### config.mk
export PLATFORM = sky130hd
export DESIGN_NAME = ttdd_cfg
export DESIGN_NICKNAME = d
export VERILOG_FILES = /design/src/rtl/core/ttdd_pkg.sv /design/src/rtl/core/ttdd_cfg.sv
export SDC_FILE = /design/constraint.sdc
export NUM_CORES = 1
export LEC_CHECK = 0
export BUFFER_PORTS_ARGS = -buffer_cell sky130_fd_sc_hd__buf_2
export CORE_MARGIN = 2
export CORE_UTILIZATION = 35
export CTS_CLUSTER_SIZE = 20
export DETAILED_ROUTE_END_ITERATION = 10
export GPL_ROUTABILITY_DRIVEN = 0
export MAX_ROUTING_LAYER = met4
export SLEW_MARGIN = 20
export SYNTH_ARGS = -nofsm -noshare
export SYNTH_HDL_FRONTEND = slang
export SYNTH_SLANG_ARGS = --single-unit
### constraint.sdc
create_clock -name clk -period 13.02 [get_ports clk]
set_input_delay 0.651 -clock clk [delete_from_list [all_inputs] [get_ports clk]]
set_output_delay 0.651 -clock clk [all_outputs]
set_load 0.1 [all_outputs]
### src/rtl/core/ttdd_pkg.sv
// Shared types, register map and field widths for the tilt to differential drive block.
// No dependencies; every other file of the block but ttdd_div_pipe refers to it by scoped names.
package ttdd_pkg;

  localparam int THR_W      = 16;
  localparam int DUTY_W     = 12;
  localparam int CFG_DATA_W = 32;
  localparam int CFG_ADDR_W = 5;
  localparam int REG_IDX_W  = 3;

  localparam logic [REG_IDX_W-1:0] REG_FWD_DEAD   = 3'd0;
  localparam logic [REG_IDX_W-1:0] REG_FWD_SAT    = 3'd1;
  localparam logic [REG_IDX_W-1:0] REG_TURN_DEAD  = 3'd2;
  localparam logic [REG_IDX_W-1:0] REG_TURN_SAT   = 3'd3;
  localparam logic [REG_IDX_W-1:0] REG_FULL_SCALE = 3'd4;

  localparam logic [THR_W-1:0]  RST_FWD_DEAD   = 16'd3000;
  localparam logic [THR_W-1:0]  RST_FWD_SAT    = 16'd6000;
  localparam logic [THR_W-1:0]  RST_TURN_DEAD  = 16'd4000;
  localparam logic [THR_W-1:0]  RST_TURN_SAT   = 16'd6000;
  localparam logic [DUTY_W-1:0] RST_FULL_SCALE = 12'd1000;

  typedef struct packed {
    logic [THR_W-1:0]  fwd_dead;
    logic [THR_W-1:0]  fwd_sat;
    logic [THR_W-1:0]  turn_dead;
    logic [THR_W-1:0]  turn_sat;
    logic [DUTY_W-1:0] full_scale;
  } cfg_regs_t;

  typedef struct packed {
    logic              pos;
    logic [DUTY_W-1:0] mag;
  } crv_t;

  typedef struct packed {
    logic pos;
    logic zero;
    logic full;
  } crv_sb_t;

  typedef struct packed {
    logic              fwd;
    logic              scale_left;
    logic              scale_right;
    logic [DUTY_W-1:0] base;
  } mix_sb_t;

  function automatic int div_width(int fsc);
    return THR_W + $clog2(fsc + 1);
  endfunction

endpackage

### src/rtl/core/ttdd_cfg.sv
// APB register file and sequential divider that derives the two curve divisors.
// Depends on ttdd_pkg for the register map, reset values and the config struct.
module ttdd_cfg #(
  parameter int FRACTION_SCALE = 1000
) (
  input  logic                                        clk,
  input  logic                                        rst_n,
  input  logic                                        psel,
  input  logic                                        penable,
  input  logic                                        pwrite,
  input  logic [ttdd_pkg::CFG_ADDR_W-1:0]             paddr,
  input  logic [ttdd_pkg::CFG_DATA_W-1:0]             pwdata,
  output logic [ttdd_pkg::CFG_DATA_W-1:0]             prdata,
  output ttdd_pkg::cfg_regs_t                         regs_o,
  output logic [ttdd_pkg::div_width(FRACTION_SCALE)-1:0] fwd_div_o,
  output logic [ttdd_pkg::div_width(FRACTION_SCALE)-1:0] turn_div_o,
  output logic                                        busy_o
);

  localparam int DIV_W  = ttdd_pkg::div_width(FRACTION_SCALE);
  localparam int CNT_W  = $clog2(DIV_W);
  localparam int THR_W  = ttdd_pkg::THR_W;
  localparam int DUTY_W = ttdd_pkg::DUTY_W;

  localparam logic [2:0] ST_IDLE      = 3'd0;
  localparam logic [2:0] ST_LOAD_FWD  = 3'd1;
  localparam logic [2:0] ST_RUN_FWD   = 3'd2;
  localparam logic [2:0] ST_LOAD_TURN = 3'd3;
  localparam logic [2:0] ST_RUN_TURN  = 3'd4;

  logic [THR_W-1:0]  fwd_dead_r;
  logic [THR_W-1:0]  fwd_sat_r;
  logic [THR_W-1:0]  turn_dead_r;
  logic [THR_W-1:0]  turn_sat_r;
  logic [DUTY_W-1:0] full_scale_r;

  logic [2:0]        state_r;
  logic [2:0]        state_nxt;
  logic [DIV_W-1:0]  shreg_r;
  logic [DUTY_W-1:0] rem_r;
  logic [CNT_W-1:0]  cnt_r;
  logic [DIV_W-1:0]  fwd_div_r;
  logic [DIV_W-1:0]  turn_div_r;

  logic                           wr_en;
  logic [ttdd_pkg::REG_IDX_W-1:0] reg_idx;
  logic [DUTY_W:0]                rem_sh;
  logic [DUTY_W:0]                rem_sub;
  logic                           ge;
  logic [DIV_W-1:0]               step_shreg;
  logic [DUTY_W-1:0]              step_rem;
  logic [THR_W-1:0]               span;
  logic [DIV_W-1:0]               dividend;
  logic [DIV_W-1:0]               quo_fin;
  logic                           last;

  assign wr_en   = psel && penable && pwrite;
  assign reg_idx = paddr[ttdd_pkg::CFG_ADDR_W-1:2];

  always_ff @(posedge clk) begin
    if (!rst_n) begin
      fwd_dead_r   <= ttdd_pkg::RST_FWD_DEAD;
      fwd_sat_r    <= ttdd_pkg::RST_FWD_SAT;
      turn_dead_r  <= ttdd_pkg::RST_TURN_DEAD;
      turn_sat_r   <= ttdd_pkg::RST_TURN_SAT;
      full_scale_r <= ttdd_pkg::RST_FULL_SCALE;
    end else if (wr_en) begin
      unique case (reg_idx)
        ttdd_pkg::REG_FWD_DEAD:   fwd_dead_r   <= pwdata[THR_W-1:0];
        ttdd_pkg::REG_FWD_SAT:    fwd_sat_r    <= pwdata[THR_W-1:0];
        ttdd_pkg::REG_TURN_DEAD:  turn_dead_r  <= pwdata[THR_W-1:0];
        ttdd_pkg::REG_TURN_SAT:   turn_sat_r   <= pwdata[THR_W-1:0];
        ttdd_pkg::REG_FULL_SCALE: full_scale_r <= pwdata[DUTY_W-1:0];
        default: ;
      endcase
    end
  end

  always_comb begin
    unique case (reg_idx)
      ttdd_pkg::REG_FWD_DEAD:   prdata = ttdd_pkg::CFG_DATA_W'(fwd_dead_r);
      ttdd_pkg::REG_FWD_SAT:    prdata = ttdd_pkg::CFG_DATA_W'(fwd_sat_r);
      ttdd_pkg::REG_TURN_DEAD:  prdata = ttdd_pkg::CFG_DATA_W'(turn_dead_r);
      ttdd_pkg::REG_TURN_SAT:   prdata = ttdd_pkg::CFG_DATA_W'(turn_sat_r);
      ttdd_pkg::REG_FULL_SCALE: prdata = ttdd_pkg::CFG_DATA_W'(full_scale_r);
      default:                  prdata = '0;
    endcase
  end

  assign rem_sh     = {rem_r, shreg_r[DIV_W-1]};
  assign ge         = rem_sh >= {1'b0, full_scale_r};
  assign rem_sub    = rem_sh - {1'b0, full_scale_r};
  assign step_shreg = {shreg_r[DIV_W-2:0], ge};
  assign step_rem   = ge ? rem_sub[DUTY_W-1:0] : rem_sh[DUTY_W-1:0];
  assign span       = (state_r == ST_LOAD_TURN) ? turn_sat_r - turn_dead_r
                                                : fwd_sat_r - fwd_dead_r;
  assign dividend   = DIV_W'(span) * DIV_W'(FRACTION_SCALE);
  assign quo_fin    = (full_scale_r == '0) ? '0 : step_shreg;
  assign last       = cnt_r == '0;

  always_comb begin
    state_nxt = state_r;
    unique case (state_r)
      ST_IDLE:      state_nxt = ST_IDLE;
      ST_LOAD_FWD:  state_nxt = ST_RUN_FWD;
      ST_RUN_FWD:   state_nxt = last ? ST_LOAD_TURN : ST_RUN_FWD;
      ST_LOAD_TURN: state_nxt = ST_RUN_TURN;
      ST_RUN_TURN:  state_nxt = last ? ST_IDLE : ST_RUN_TURN;
      default:      state_nxt = ST_IDLE;
    endcase
    if (wr_en) begin
      state_nxt = ST_LOAD_FWD;
    end
  end

  always_ff @(posedge clk) begin
    if (!rst_n) begin
      state_r <= ST_LOAD_FWD;
    end else begin
      state_r <= state_nxt;
    end
  end

  always_ff @(posedge clk) begin
    if (state_r == ST_LOAD_FWD || state_r == ST_LOAD_TURN) begin
      shreg_r <= dividend;
      rem_r   <= '0;
      cnt_r   <= CNT_W'(DIV_W - 1);
    end else if (state_r == ST_RUN_FWD || state_r == ST_RUN_TURN) begin
      shreg_r <= step_shreg;
      rem_r   <= step_rem;
      cnt_r   <= cnt_r - CNT_W'(1);
    end
    if (state_r == ST_RUN_FWD && last) begin
      fwd_div_r <= quo_fin;
    end
    if (state_r == ST_RUN_TURN && last) begin
      turn_div_r <= quo_fin;
    end
  end

  assign regs_o.fwd_dead   = fwd_dead_r;
  assign regs_o.fwd_sat    = fwd_sat_r;
  assign regs_o.turn_dead  = turn_dead_r;
  assign regs_o.turn_sat   = turn_sat_r;
  assign regs_o.full_scale = full_scale_r;
  assign fwd_div_o         = fwd_div_r;
  assign turn_div_o        = turn_div_r;
  assign busy_o            = (state_r != ST_IDLE) || wr_en;

endmodule

Yosys cells after proc, flatten, opt, wreduce, memory -nomap -nowiden
Cells that the tools add are included.
{ "word_totals": {"n_memories": 0, "latch_bits": 0, "in_bits": 42, "mem_bits_ro": 0, "output_inout_bits": 161, "ramBits": 0, "register_bits": 174, "wordCells": 54} }
{ "op_classes": {"eq_ne": 8, "reduce_logical": 18, "n_bitwise": 1, "n_mul": 1, "shifts": 0, "add_sub_neg": 4, "muxes": 9, "n_div": 0, "order_cmp": 1} }
{ "op_table": {"columns": ["cell", "n"], "rows": [
  ["$pmux 16 s5", 1],
  ["$mux 26", 3],
  ["$sub 16x16->16", 2],
  ["$mul 16x7->23 const B", 1],
  ["$mux 16", 1],
  ["$ge 13x12->1", 1],
  ["$eq 3x2->1 const B", 4],
  ["$logic_not 12->1", 1],
  ["$mux 12", 1],
  ["$pmux 3 s4", 1],
  ["$sub 12x12->12", 1],
  ["$reduce_and 2->1", 5],
  ["$eq 3x1->1 const B", 2],
  ["$eq 3x3->1 const B", 2],
  ["$logic_not 5->1", 1],
  ["$sub 5x1->5 const B", 1],
  ["$logic_and 1x1->1", 4],
  ["$logic_not 3->1", 1],
  ["$logic_or 1x1->1", 3],
  ["$mux 3", 1],
  ["$reduce_bool 3->1", 1],
  ["$reduce_bool 2->1", 1],
  ["$reduce_or 2->1", 1],
  ["$mux 1", 1],
  ["$not 1->1", 1]
]} }

Logic depth before layout (Yosys ltp)
Gate-level depths: netlist of run 1.
{ "logic_depth": {"ltp_word": 4, "depth_mapped": 28, "ltp_nobuf": 28} }

Worst setup path after synthesis of run 1
OpenSTA, ideal clock, no wires.
{ "synth_path": {"kind": "flip-flop to flip-flop", "start": "register fwd_dead_r[1]", "end": "register shreg_r[24], data pin", "setup_ps": 264, "t_arrival_ps": 6646, "n_path_buf": 0, "period_less_slack_ps": 6910, "stages_incl_launch_ff": 25, "setup_slack_ps": 6110, "required_time_ps": 12756, "cell_sequence": "dfxtp_1 > inv_1 > ha_1 > nor2b_1 > o31a_1 > o31ai_2 > o21bai_1 > a21oi_1 > xor2_1 > mux2i_1 > fa_1 > inv_1 > fa_1 > fa_1 > fa_1 > inv_1 > ha_1 > a21o_1 > a21o_1 > a21oi_1 > a31o_2 > a31oi_1 > a211oi_1 > xor2_1 > o21ai_1"} }
{ "synth_via": {"elab_chain_cells": 4} }
{ "synth_rtl": {"columns": ["element", "line", "text"], "rows": [
  ["start: declaration", "ttdd_cfg.sv:31", "logic [THR_W-1:0] fwd_dead_r;"],
  ["start signal: assignment", "ttdd_cfg.sv:62", "fwd_dead_r <= ttdd_pkg::RST_FWD_DEAD;"],
  ["start signal: assignment", "ttdd_cfg.sv:69", "ttdd_pkg::REG_FWD_DEAD: fwd_dead_r <= pwdata[THR_W-1:0];"],
  ["$sub 16x16->16", "ttdd_cfg.sv:96", ": fwd_sat_r - fwd_dead_r;"],
  ["$mux 16", "ttdd_cfg.sv:95", "assign span = (state_r == ST_LOAD_TURN) ? turn_sat_r - turn_dead_r"],
  ["$mul 16x7->23", "ttdd_cfg.sv:97", "assign dividend = DIV_W'(span) * DIV_W'(FRACTION_SCALE);"],
  ["$mux 26", "ttdd_cfg.sv:125", "if (state_r == ST_LOAD_FWD || state_r == ST_LOAD_TURN) begin"],
  ["end signal: assignment", "ttdd_cfg.sv:126", "shreg_r <= dividend;"],
  ["end signal: assignment", "ttdd_cfg.sv:130", "shreg_r <= step_shreg;"],
  ["end: declaration", "ttdd_cfg.sv:39", "logic [DIV_W-1:0] shreg_r;"]
]} }
Every way passes these cells.
A chain may end at the register's enable or synchronous reset.

Worst setup path in the final report of run 1
{ "layout_path": {"start": "register fwd_sat_r[1]", "end": "register shreg_r[24], data pin"} }
{ "layout_via": {"elab_chain_cells": 4} }
{ "layout_rtl": {"columns": ["element", "line", "text"], "rows": [
  ["start: declaration", "ttdd_cfg.sv:32", "logic [THR_W-1:0] fwd_sat_r;"],
  ["start signal: assignment", "ttdd_cfg.sv:63", "fwd_sat_r <= ttdd_pkg::RST_FWD_SAT;"],
  ["start signal: assignment", "ttdd_cfg.sv:70", "ttdd_pkg::REG_FWD_SAT: fwd_sat_r <= pwdata[THR_W-1:0];"],
  ["$sub 16x16->16", "ttdd_cfg.sv:96", null],
  ["$mux 16", "ttdd_cfg.sv:95", null],
  ["$mul 16x7->23", "ttdd_cfg.sv:97", null],
  ["$mux 26", "ttdd_cfg.sv:125", null]
]} }
Every way passes these cells.

==> impl_metrics.toml, run 1 <==
[synth]
synth.area.top_cells = "edfxtp_1 19%, dfxtp_1 17%, ha_1 10%"
synth_area_sq_um = 11980
synth_ff_type = "dfxtp_1"
syn_avg_cell_area_sq_um = 9.310
async_flop_share_pct = 0
synth_top_area_cell = "edfxtp_1"
synth_cell_types = 77
synth.top_cells.by_count = "205 x nand2_1, 129 x inv_1, 99 x dfxtp_1, 99 x ha_1, 75 x edfxtp_1"
synth.most_common_cell = "nand2_1"
synth_top_cell_area_share_pct = 18.80
ys_seq_area_share_pct = 35.34
ys_warn_count = 0
syn_inst = 1287
synth_edf_count = 75
ys_ff_latch = 174

[power]
power_mw = 2.314
irDropWorstVdd_mv = 0.1281
p_leak_nw = 5.903
p_comb_share_pct = 49.2
power_density_nw_per_um2 = 167.6
swShare_pct = 40.09
switchingPower_mw = 0.9279
p_int_mw = 1.386
sequentialPowerShare_pct = 29.2
power_frac_clock_pct = 21.7

[sta]
worst_slew_pin_slew_ns = 0.9689
setup_tns_ns = 0
period_minus_slack_ns = 6.929
hold_violations = 0
hold_ws_ns = 0.4689
fmax_ghz = 0.1443
clock_skew_ns = 0.02096
finalSetupViolCount = 0
period_share_pct = 53.22
maxSlewViolCount = 0
rsz0062_at_grt = "false"
finalWorstSetupSlack_ns = 6.091
maxSlewHeadroom_pct = 35.25

[layout]
area_growth_pct = 15.26
stdcell_area_sq_um = 13810
final_core_util_pct = 41.08
drive_above_1_share_pct = 17.53
antenna_cells = 0
fill_cells = 3354
final-seq-area_sq_um = 4234
multi_input_area_sq_um = 7022
instances_no_fill = 1891
finalNetCount = 1622

[cts]
clk_pin_slew_ns = 0.07
cts_hold_buf = 0
cts.sinks = 174
post_cts_resized = 0
cts_made_buffers = 17
tritoncts = "built"
htreeDepth = 4
clockBufferDepth = 2
clock-root-buffer = "clkbuf_16"
clk_latency_ns = 0.46
post-cts-setup-buffers = 0

[grt]
grt_max_degree = 78
grt_overflow_total = 0
antenna_found_initial = 1
grt_pass1_wl_um = 49540
grt_use_total_pct = 18.10
grt_pass1_vias = 9050

[place]
dp_hpwl_um = 23900
placed_area_sq_um = 13200
dp.cells = 1858
dpl_worst_slack_ns = 6.212
portBuffers = 168

[worst_setup_path]
r2r-end = "shreg_r[24]$_DFFE_PP_"
r2r_cells = 23
setup.reg_to_reg.worst_slack_ns = 6.09
cp_data_required_time_ns = 13.18
crit_type = "flop to flop"
arrival_ns = 7.09
r2r_start = "fwd_sat_r[1]$_SDFFE_PN0P_"
worstSetupStartpointType = "flop"
end_kind = "flop"
crit_fanout = 7

[floorplan]
fp.dieH_um = 189.0
io_pins = 203
core-area_sq_um = 33620
initial_core_util_pct = 35.64
num_rows = 67
die_x_um = 189.0
dieArea_sq_um = 35730

[job]
cap_viol_max_count = 0

[route]
drt_iter0_drc = 588
drt-total-wl_um = 31120
routed_via_density = 5.059
drt_drc_violations_left = 0
first_pass_iters = 5
ant_nets = 0
via_count = 9567
wl_per_cell_um = 16.46

[hold_path]
min_path_cells = 3
hp-start = "pwdata[12]"
hold-path-endpoint = "fwd_sat_r[12]$_SDFFE_PN1P_"
hold_class = "input pin to flop"

[status]
status = "complete, no violations"
[flip-flops by register name, indices dropped and copies added (netlist names)]
| register | count |
|---|---|
| fwd_div_o | 26 |
| full_scale_r | 12 |
| cnt_r | 5 |
| state_r | 3 |
| fwd_sat_r | 16 |
| rem_r | 12 |
| fwd_dead_r | 16 |
| turn_sat_r | 16 |
| turn_dead_r | 16 |
| turn_div_o | 26 |
| shreg_r | 26 |
[power groups by stage]
stage / combinational (mW) / clock [mW] / sequential [mW]
global route: 1.30 / 0.535 / 0.679
detailed placement: 1.13 / 0 / 0.688
global placement: 1.12 / 0 / 0.687
finish: 1.14 / 0.502 / 0.675
floorplan: 0.912 / 0 / 0.692
CTS: 1.14 / 0.515 / 0.675
[cell usage in the layout, fill, tap and decap left out, drive strengths merged, types with 6 or more instances in the layout]
master,count
inv,138
a22o,7
a21o,10
o22ai,13
o211ai,29
nor4,6
buf,177
o21ai,52
clkinv,7
conb,16
and2,29
xor2,29
a211oi,14
xnor2,36
a211o,6
dfxtp,99
edfxtp,75
nor2b,15
o21a,13
a21oi,40
nor3,11
fa,51
a22oi,24
nand2b,7
nand3,30
a31oi,8
a21boi,46
nor2,53
ha,99
and3,8
clkbuf,17
mux2i,13
nand2,206
[cell families (layout without fill, tap and decap cells)]
group | Yosys count | in the layout | synth area share, %
other | 1 | 16 | 0.03130
AND/OR/NAND/NOR | 386 | 386 | 14.57
flip-flops | 174 | 174 | 35.34
multiplexers | 22 | 22 | 2.548
adder cells (fa/ha/maj) | 151 | 151 | 18.95
XOR/XNOR | 65 | 65 | 4.751
AO/OA/AOI/OAI | 290 | 290 | 17.01
buffers and inverters | 198 | 339 | 6.798
[worst max-delay path by stage]
stage | from | endpoint | slack (ns)
3_5_place_dp | fwd_sat_r[1]$_SDFFE_PN0P_ | shreg_r[24]$_DFFE_PP_ | 6.21
5_1_grt | fwd_sat_r[1]$_SDFFE_PN0P_ | shreg_r[24]$_DFFE_PP_ | 5.74
6_report | fwd_sat_r[1]$_SDFFE_PN0P_ | shreg_r[24]$_DFFE_PP_ | 6.09
4_1_cts | fwd_sat_r[1]$_SDFFE_PN0P_ | shreg_r[24]$_DFFE_PP_ | 6.13
3_3_place_gp | fwd_sat_r[1]$_SDFFE_PN0P_ | shreg_r[24]$_DFFE_PP_ | 6.25
2_1_floorplan | fwd_dead_r[1]$_SDFFE_PN0P_ | shreg_r[24]$_DFFE_PP_ | 6.11
[critical path, stage by stage, from the launching register on]
cell and delay (ns):
dfxtp_1 0.51, ha_1 0.28, nor2b_1 0.14, o31a_1 0.31, o31ai_2 0.30, o21bai_1 0.10
a21oi_1 0.17, xor2_1 0.11, mux2i_1 0.68, fa_1 0.54, inv_1 0.08, fa_1 0.44
fa_1 0.49, fa_1 0.51, inv_1 0.04, ha_1 0.36, a21o_1 0.21, a21o_1 0.17
a21oi_1 0.31, a31o_2 0.21, a31oi_1 0.06, a211oi_1 0.30, xor2_1 0.23, o21ai_1 0.08
[layout make-up]
class,count,share of cell area (%)
Multi-Input combinational cell,930,50.85
Sequential cell,174,30.66
Timing Repair Buffer,177,6.723
Tap cell,448,4.059
Inverter,130,3.534
Clock buffer,17,3.081
Clock inverter,15,1.096
[routing by layer]
layer,part of all wire [%],wire (um),up-vias,track usage [%]
met3,6.5,2034,33,3.726
met4,1.4,441,0,4.447
met5,0,0,-,-
met2,44,13790,323,27.43
met1,48,14860,4516,24.75
li1,-,-,4695,-
Power figures use the tool's default switching activity.
==> run 2, diff against run 1 <==
==> constraint.sdc (replaced) <==
create_clock -name clk -period 6.6 [get_ports clk]
set_input_delay 0.33 -clock clk [delete_from_list [all_inputs] [get_ports clk]]
set_output_delay 0.33 -clock clk [all_outputs]
set_load 0.1 [all_outputs]
==> impl_metrics.toml, run 2 (same netlist as run 1, synthesis figures left out) <==
[status]
status = "complete, no violations"

[layout]
finalNetCount = 1629
layout_common_cells = "205 x nand2_1, 168 x buf_2, 129 x inv_1"
area_growth_pct = 16.04
antenna_cells = 0
instances_no_fill = 1898
final_common_cell = "nand2_1"
final_core_util_pct = 41.36
drive_above_1_share_pct = 19.17

[route]
wl_met1_um = 14640
routed_via_density = 5.055
drt-total-wl_um = 31470
wl_met2_um = 14140
routed.top_layer = "met4"
drt_iter0_drc = 592
dr_wl_met3_um = 2279
first_pass_iters = 5
drt_drc_violations_left = 0
via_count = 9595
wl_per_cell_um = 16.58
ant_nets = 0

[floorplan]
io_pins = 203
fp.dieH_um = 189.0
num_rows = 67
dieArea_sq_um = 35730
initial_core_util_pct = 35.64
die_x_um = 189.0
core-area_sq_um = 33620

[worst_setup_path]
setup.reg_to_reg.worst_slack_ns = 0.39
arrival_ns = 6.37
crit_type = "flop to flop"
r2r_cells = 26
end_kind = "flop"
worstSetupStartpointType = "flop"
crit_fanout = 5
cp_data_required_time_ns = 6.76

[power]
irDropWorstVdd_mv = 0.2490
power_frac_clock_pct = 21.5
p_int_mw = 2.776
p_leak_nw = 5.942
power_density_nw_per_um2 = 329.8
swShare_pct = 39.47
p_comb_share_pct = 49.5
switchingPower_mw = 1.810
sequentialPowerShare_pct = 29.0

[grt]
grt_pass1_vias = 8996
antenna_found_initial = 0
grt_overflow_total = 0
grt_max_degree = 78
grt_use_total_pct = 18.30
grt_pass1_wl_um = 49710

[sta]
period_minus_slack_ns = 6.213
hold_violations = 0
rsz0062_at_grt = "false"
worst_slew_pin_slew_ns = 0.9688
clock_skew_ns = 0.01610
period_share_pct = 94.14
maxSlewViolCount = 0
setup_tns_ns = 0
finalSetupViolCount = 0
fmax_ghz = 0.1609
maxSlewHeadroom_pct = 35.26

[cts]
cts.sinks = 174
post-cts-setup-buffers = 0
clock-root-buffer = "clkbuf_16"
clockBufferDepth = 2
cts_made_buffers = 17
htreeDepth = 4
tritoncts = "built"
clk_latency_ns = 0.45
clk_pin_slew_ns = 0.07

[hold_path]
hold_class = "input pin to flop"
min_path_cells = 3

[place]
dp.cells = 1865
portBuffers = 168
dp_hpwl_um = 24150

[job]
cap_viol_max_count = 0
-- run 2: power groups by stage --
stage	sequential, mW	clock [mW]	combinational [mW]
6_report	1.33	0.984	2.27
3_3_place_gp	1.35	0	2.22
5_1_grt	1.34	1.05	2.60
4_1_cts	1.33	1.01	2.26
3_5_place_dp	1.36	0	2.25
2_1_floorplan	1.37	0	1.80
-- run 2: timing repair --
item                                    4_1_cts  5_1_grt
hold buffers                                  0        0
resized for setup                             0        7
endpoints found under the setup margin        0        9
-- run 2: layout make-up --
class | instances | area (sq um)
fill | 3345 | 19710
timing repair buffer | 184 | 980.9
inverter | 130 | 488.0
sequential | 174 | 4252
clock inverter | 12 | 96.34
clock buffer | 20 | 467.9
multi-input combinational | 930 | 7058
tap | 448 | 560.5
-- run 2: layer usage --
metal  GRT usage, %  vias to the layer above
met5              -                        -
met3          4.041                       30
li1               -                     4717
met1          24.86                     4523
met2          27.82                      325
met4          4.207                        0
-- run 2: path summary, 6_finish.rpt --
check	start	end
min	pwdata[12]	turn_sat_r[12]$_SDFFE_PN1P_
max reg2reg	fwd_sat_r[0]$_SDFFE_PN0P_	shreg_r[24]$_DFFE_PP_
min reg2reg	shreg_r[1]$_SDFFE_PN0N_	shreg_r[2]$_SDFFE_PN0N_
max	fwd_sat_r[0]$_SDFFE_PN0P_	shreg_r[24]$_DFFE_PP_
-- run 2: critical path, cell delays in order, from the launching register on --
cell and delay, ns:
dfxtp_1 0.35, inv_1 0.09, ha_1 0.14, inv_1 0.05, fa_2 0.38, a211oi_2 0.23
nor2_1 0.11, o21a_1 0.22, o211ai_1 0.21, xor2_1 0.16, nand2_1 0.06, o21a_1 0.15
fa_1 0.53, inv_1 0.05, fa_1 0.52, fa_1 0.45, fa_1 0.51, inv_1 0.04
ha_1 0.35, a21o_1 0.21, a21o_1 0.20, a21oi_4 0.19, a31o_2 0.17, a31oi_1 0.06
a211oi_2 0.22, xor2_1 0.19, o21ai_1 0.07
-- run 2: stage by stage --
| stage | total power [mW] | setup slack, ns | instance area [sq um] | hold slack [ns] |
|---|---|---|---|---|
| after floorplan | 3.164 | 0.02282 | 12060 | 0.4405 |
| after global placement | 3.578 | 0.1876 | 13270 | 0.4595 |
| after detailed placement | 3.608 | 0.07981 | 13270 | 0.4637 |
| after CTS | 4.605 | 0.04372 | 13830 | 0.1269 |
| after global routing | 4.991 | 0.01506 | 13900 | 0.1569 |
| final | 4.586 | 0.3866 | 13900 | 0.1513 |
==> run 3, diff against run 2 <==
==> constraint.sdc (replaced) <==
create_clock -name clk -period 5.1 [get_ports clk]
set_input_delay 0.255 -clock clk [delete_from_list [all_inputs] [get_ports clk]]
set_output_delay 0.255 -clock clk [all_outputs]
set_load 0.1 [all_outputs]
==> impl_metrics.toml, run 3 (same netlist as run 1, synthesis figures left out) <==
[layout]
fill_cells = 3114
antenna_cells = 0
final_core_util_pct = 49.06
finalNetCount = 1852
layout_common_cells = "229 x buf_4, 203 x nand2_1, 168 x buf_2"
final_common_cell = "buf_4"
stdcell_area_sq_um = 16490
area_growth_pct = 37.64
final-seq-area_sq_um = 4342
drive_above_1_share_pct = 37.42
multi_input_area_sq_um = 7807
instances_no_fill = 2121

[place]
placed_area_sq_um = 15230
dp_hpwl_um = 27680
portBuffers = 168
dp.cells = 2058

[worst_setup_path]
worstSetupStartpointType = "flop"
path_cells = "inv_4, ha_4, nor2b_4, o31a_1, o31ai_4, o21bai_1, a21oi_1, xor2_1, mux2i_4, fa_1, inv_2, fa_1, fa_1, fa_1, inv_2, ha_4, a21o_1, a21o_1, a21oi_2, a31o_2, a31oi_4, a211oi_2, xor2_1, o21ai_1"
critPathMaxStageDelay_ns = 0.57
crit_type = "flop to flop"
worst_path_dominant_cell_family = "adder cells"
crit_slowest_cell = "fa_1"
cp_data_required_time_ns = 5.27
arrival_ns = 6.03
critPathBufInv = 3
end_kind = "flop"
crit_fanout = 3
crit_top_cell = "fa_1"

[route]
drt_drc_violations_left = 0
ant_nets = 0
first_pass_iters = 5
routed_via_density = 5.002
drt-total-wl_um = 35870
drt_iter0_drc = 614
via_count = 10610
wl_per_cell_um = 16.91

[status]
violations = "negative setup slack"
status = "complete, but fails checks"

[cts]
htreeDepth = 4
clock-root-buffer = "clkbuf_16"
cts.sinks = 174
clockBufferDepth = 2
tritoncts = "built"
clk_latency_ns = 0.45
cts_hold_buf = 0
cts_made_buffers = 17
clk_pin_slew_ns = 0.07

[grt]
grt_overflow_total = 0
grt_pass1_vias = 10113
grt_use_total_pct = 20.57
antenna_found_initial = 0
grt_max_degree = 46
grt_pass1_wl_um = 55820

[sta]
rsz0062_at_grt = "true"
period_minus_slack_ns = 5.854
hold_violations = 0
setup_tns_ns = -7.919
maxSlewHeadroom_pct = 30.96
period_share_pct = 114.8
maxSlewViolCount = 0
finalWorstSetupSlack_ns = -0.7544
fmax_ghz = 0.1708
worst_slew_pin_slew_ns = 1.033
finalSetupViolCount = 15
clock_skew_ns = 0.01249

[floorplan]
dieArea_sq_um = 35730
core-area_sq_um = 33620
fp.dieH_um = 189.0
num_rows = 67
die_x_um = 189.0
io_pins = 203
initial_core_util_pct = 35.64

[power]
swShare_pct = 39.23
irDropWorstVdd_mv = 0.5626
switchingPower_mw = 3.221
power_frac_clock_pct = 16.4
p_comb_share_pct = 62.7
power_density_nw_per_um2 = 497.8
sequentialPowerShare_pct = 20.9
p_int_mw = 4.988
p_leak_nw = 7.167
power_mw = 8.209

[job]
cap_viol_max_count = 0

[hold_path]
hold_class = "input pin to flop"
[run 3: cell count changes in the layout (fill, tap and decap cells not counted), sizes merged]
cell,before,now
bufinv,0,2
clkbuf,20,17
buf,184,407
clkinvlp,1,2
[run 3: worst paths after layout]
path	start	end	slack, ns	cells after the start
max reg2reg	fwd_dead_r[1]$_SDFFE_PN0P_	shreg_r[24]$_DFFE_PP_	-0.75	24
min	pwdata[12]	fwd_sat_r[12]$_SDFFE_PN1P_	0.08	3
max	fwd_dead_r[1]$_SDFFE_PN0P_	shreg_r[24]$_DFFE_PP_	-0.75	24
min reg2reg	shreg_r[2]$_SDFFE_PN0N_	shreg_r[2]$_SDFFE_PN0N_	0.47	2
[run 3: worst register-to-register path, stage by stage, from the launching register on]
cell	delay, ns
dfxtp_4	0.37
inv_4	0.04
ha_4	0.20
nor2b_4	0.12
o31a_1	0.36
o31ai_4	0.22
o21bai_1	0.10
a21oi_1	0.16
xor2_1	0.29
mux2i_4	0.15
fa_1	0.57
inv_2	0.04
fa_1	0.54
fa_1	0.43
fa_1	0.50
inv_2	0.05
ha_4	0.21
a21o_1	0.16
a21o_1	0.16
a21oi_2	0.17
a31o_2	0.20
a31oi_4	0.05
a211oi_2	0.25
xor2_1	0.17
o21ai_1	0.07
[run 3: layer usage]
metal	wire, um	vias up	GRT usage [%]
li1	-	5172	-
met1	16060	5022	26.92
met2	16900	364	32.84
met3	2167	52	3.800
met4	743	0	5.258
met5	0	-	-
[run 3: layout make-up]
class                   instances  share of cell area, %
multi-input cells             930                  47.34
flip-flops and latches        174                  26.33
repair buffers                407                  16.26
well taps                     448                  3.399
inverters                     130                  3.005
clock buffers                  17                  2.580
clock inverters                15                  1.085
[run 3: timing repair]
item                       CTS  global route
resized for setup           36            39
setup buffers               19            14
cloned                       0             0
pin swaps                   38            57
setup endpoints to repair   13            15
[run 3: power groups by stage]
| stage | Sequential, mW | Clock [mW] | Combinational, mW |
|---|---|---|---|
| 6_report | 1.71 | 1.35 | 5.15 |
| 5_1_grt | 1.72 | 1.43 | 5.62 |
| 4_1_cts | 1.72 | 1.37 | 4.63 |
| 3_5_place_dp | 1.75 | 0 | 4.04 |
| 3_3_place_gp | 1.75 | 0 | 3.96 |
| 2_1_floorplan | 1.76 | 0 | 2.78 |
[run 3: per-stage QoR]
step                      setup slack, ns  hold WS [ns]
after CTS                         -0.7051       0.06183
after global routing               -1.015       0.07461
after global placement            -0.7065        0.4590
after floorplan                   -0.7802        0.3782
after detailed placement          -0.8251        0.4586
final                             -0.7544       0.08107
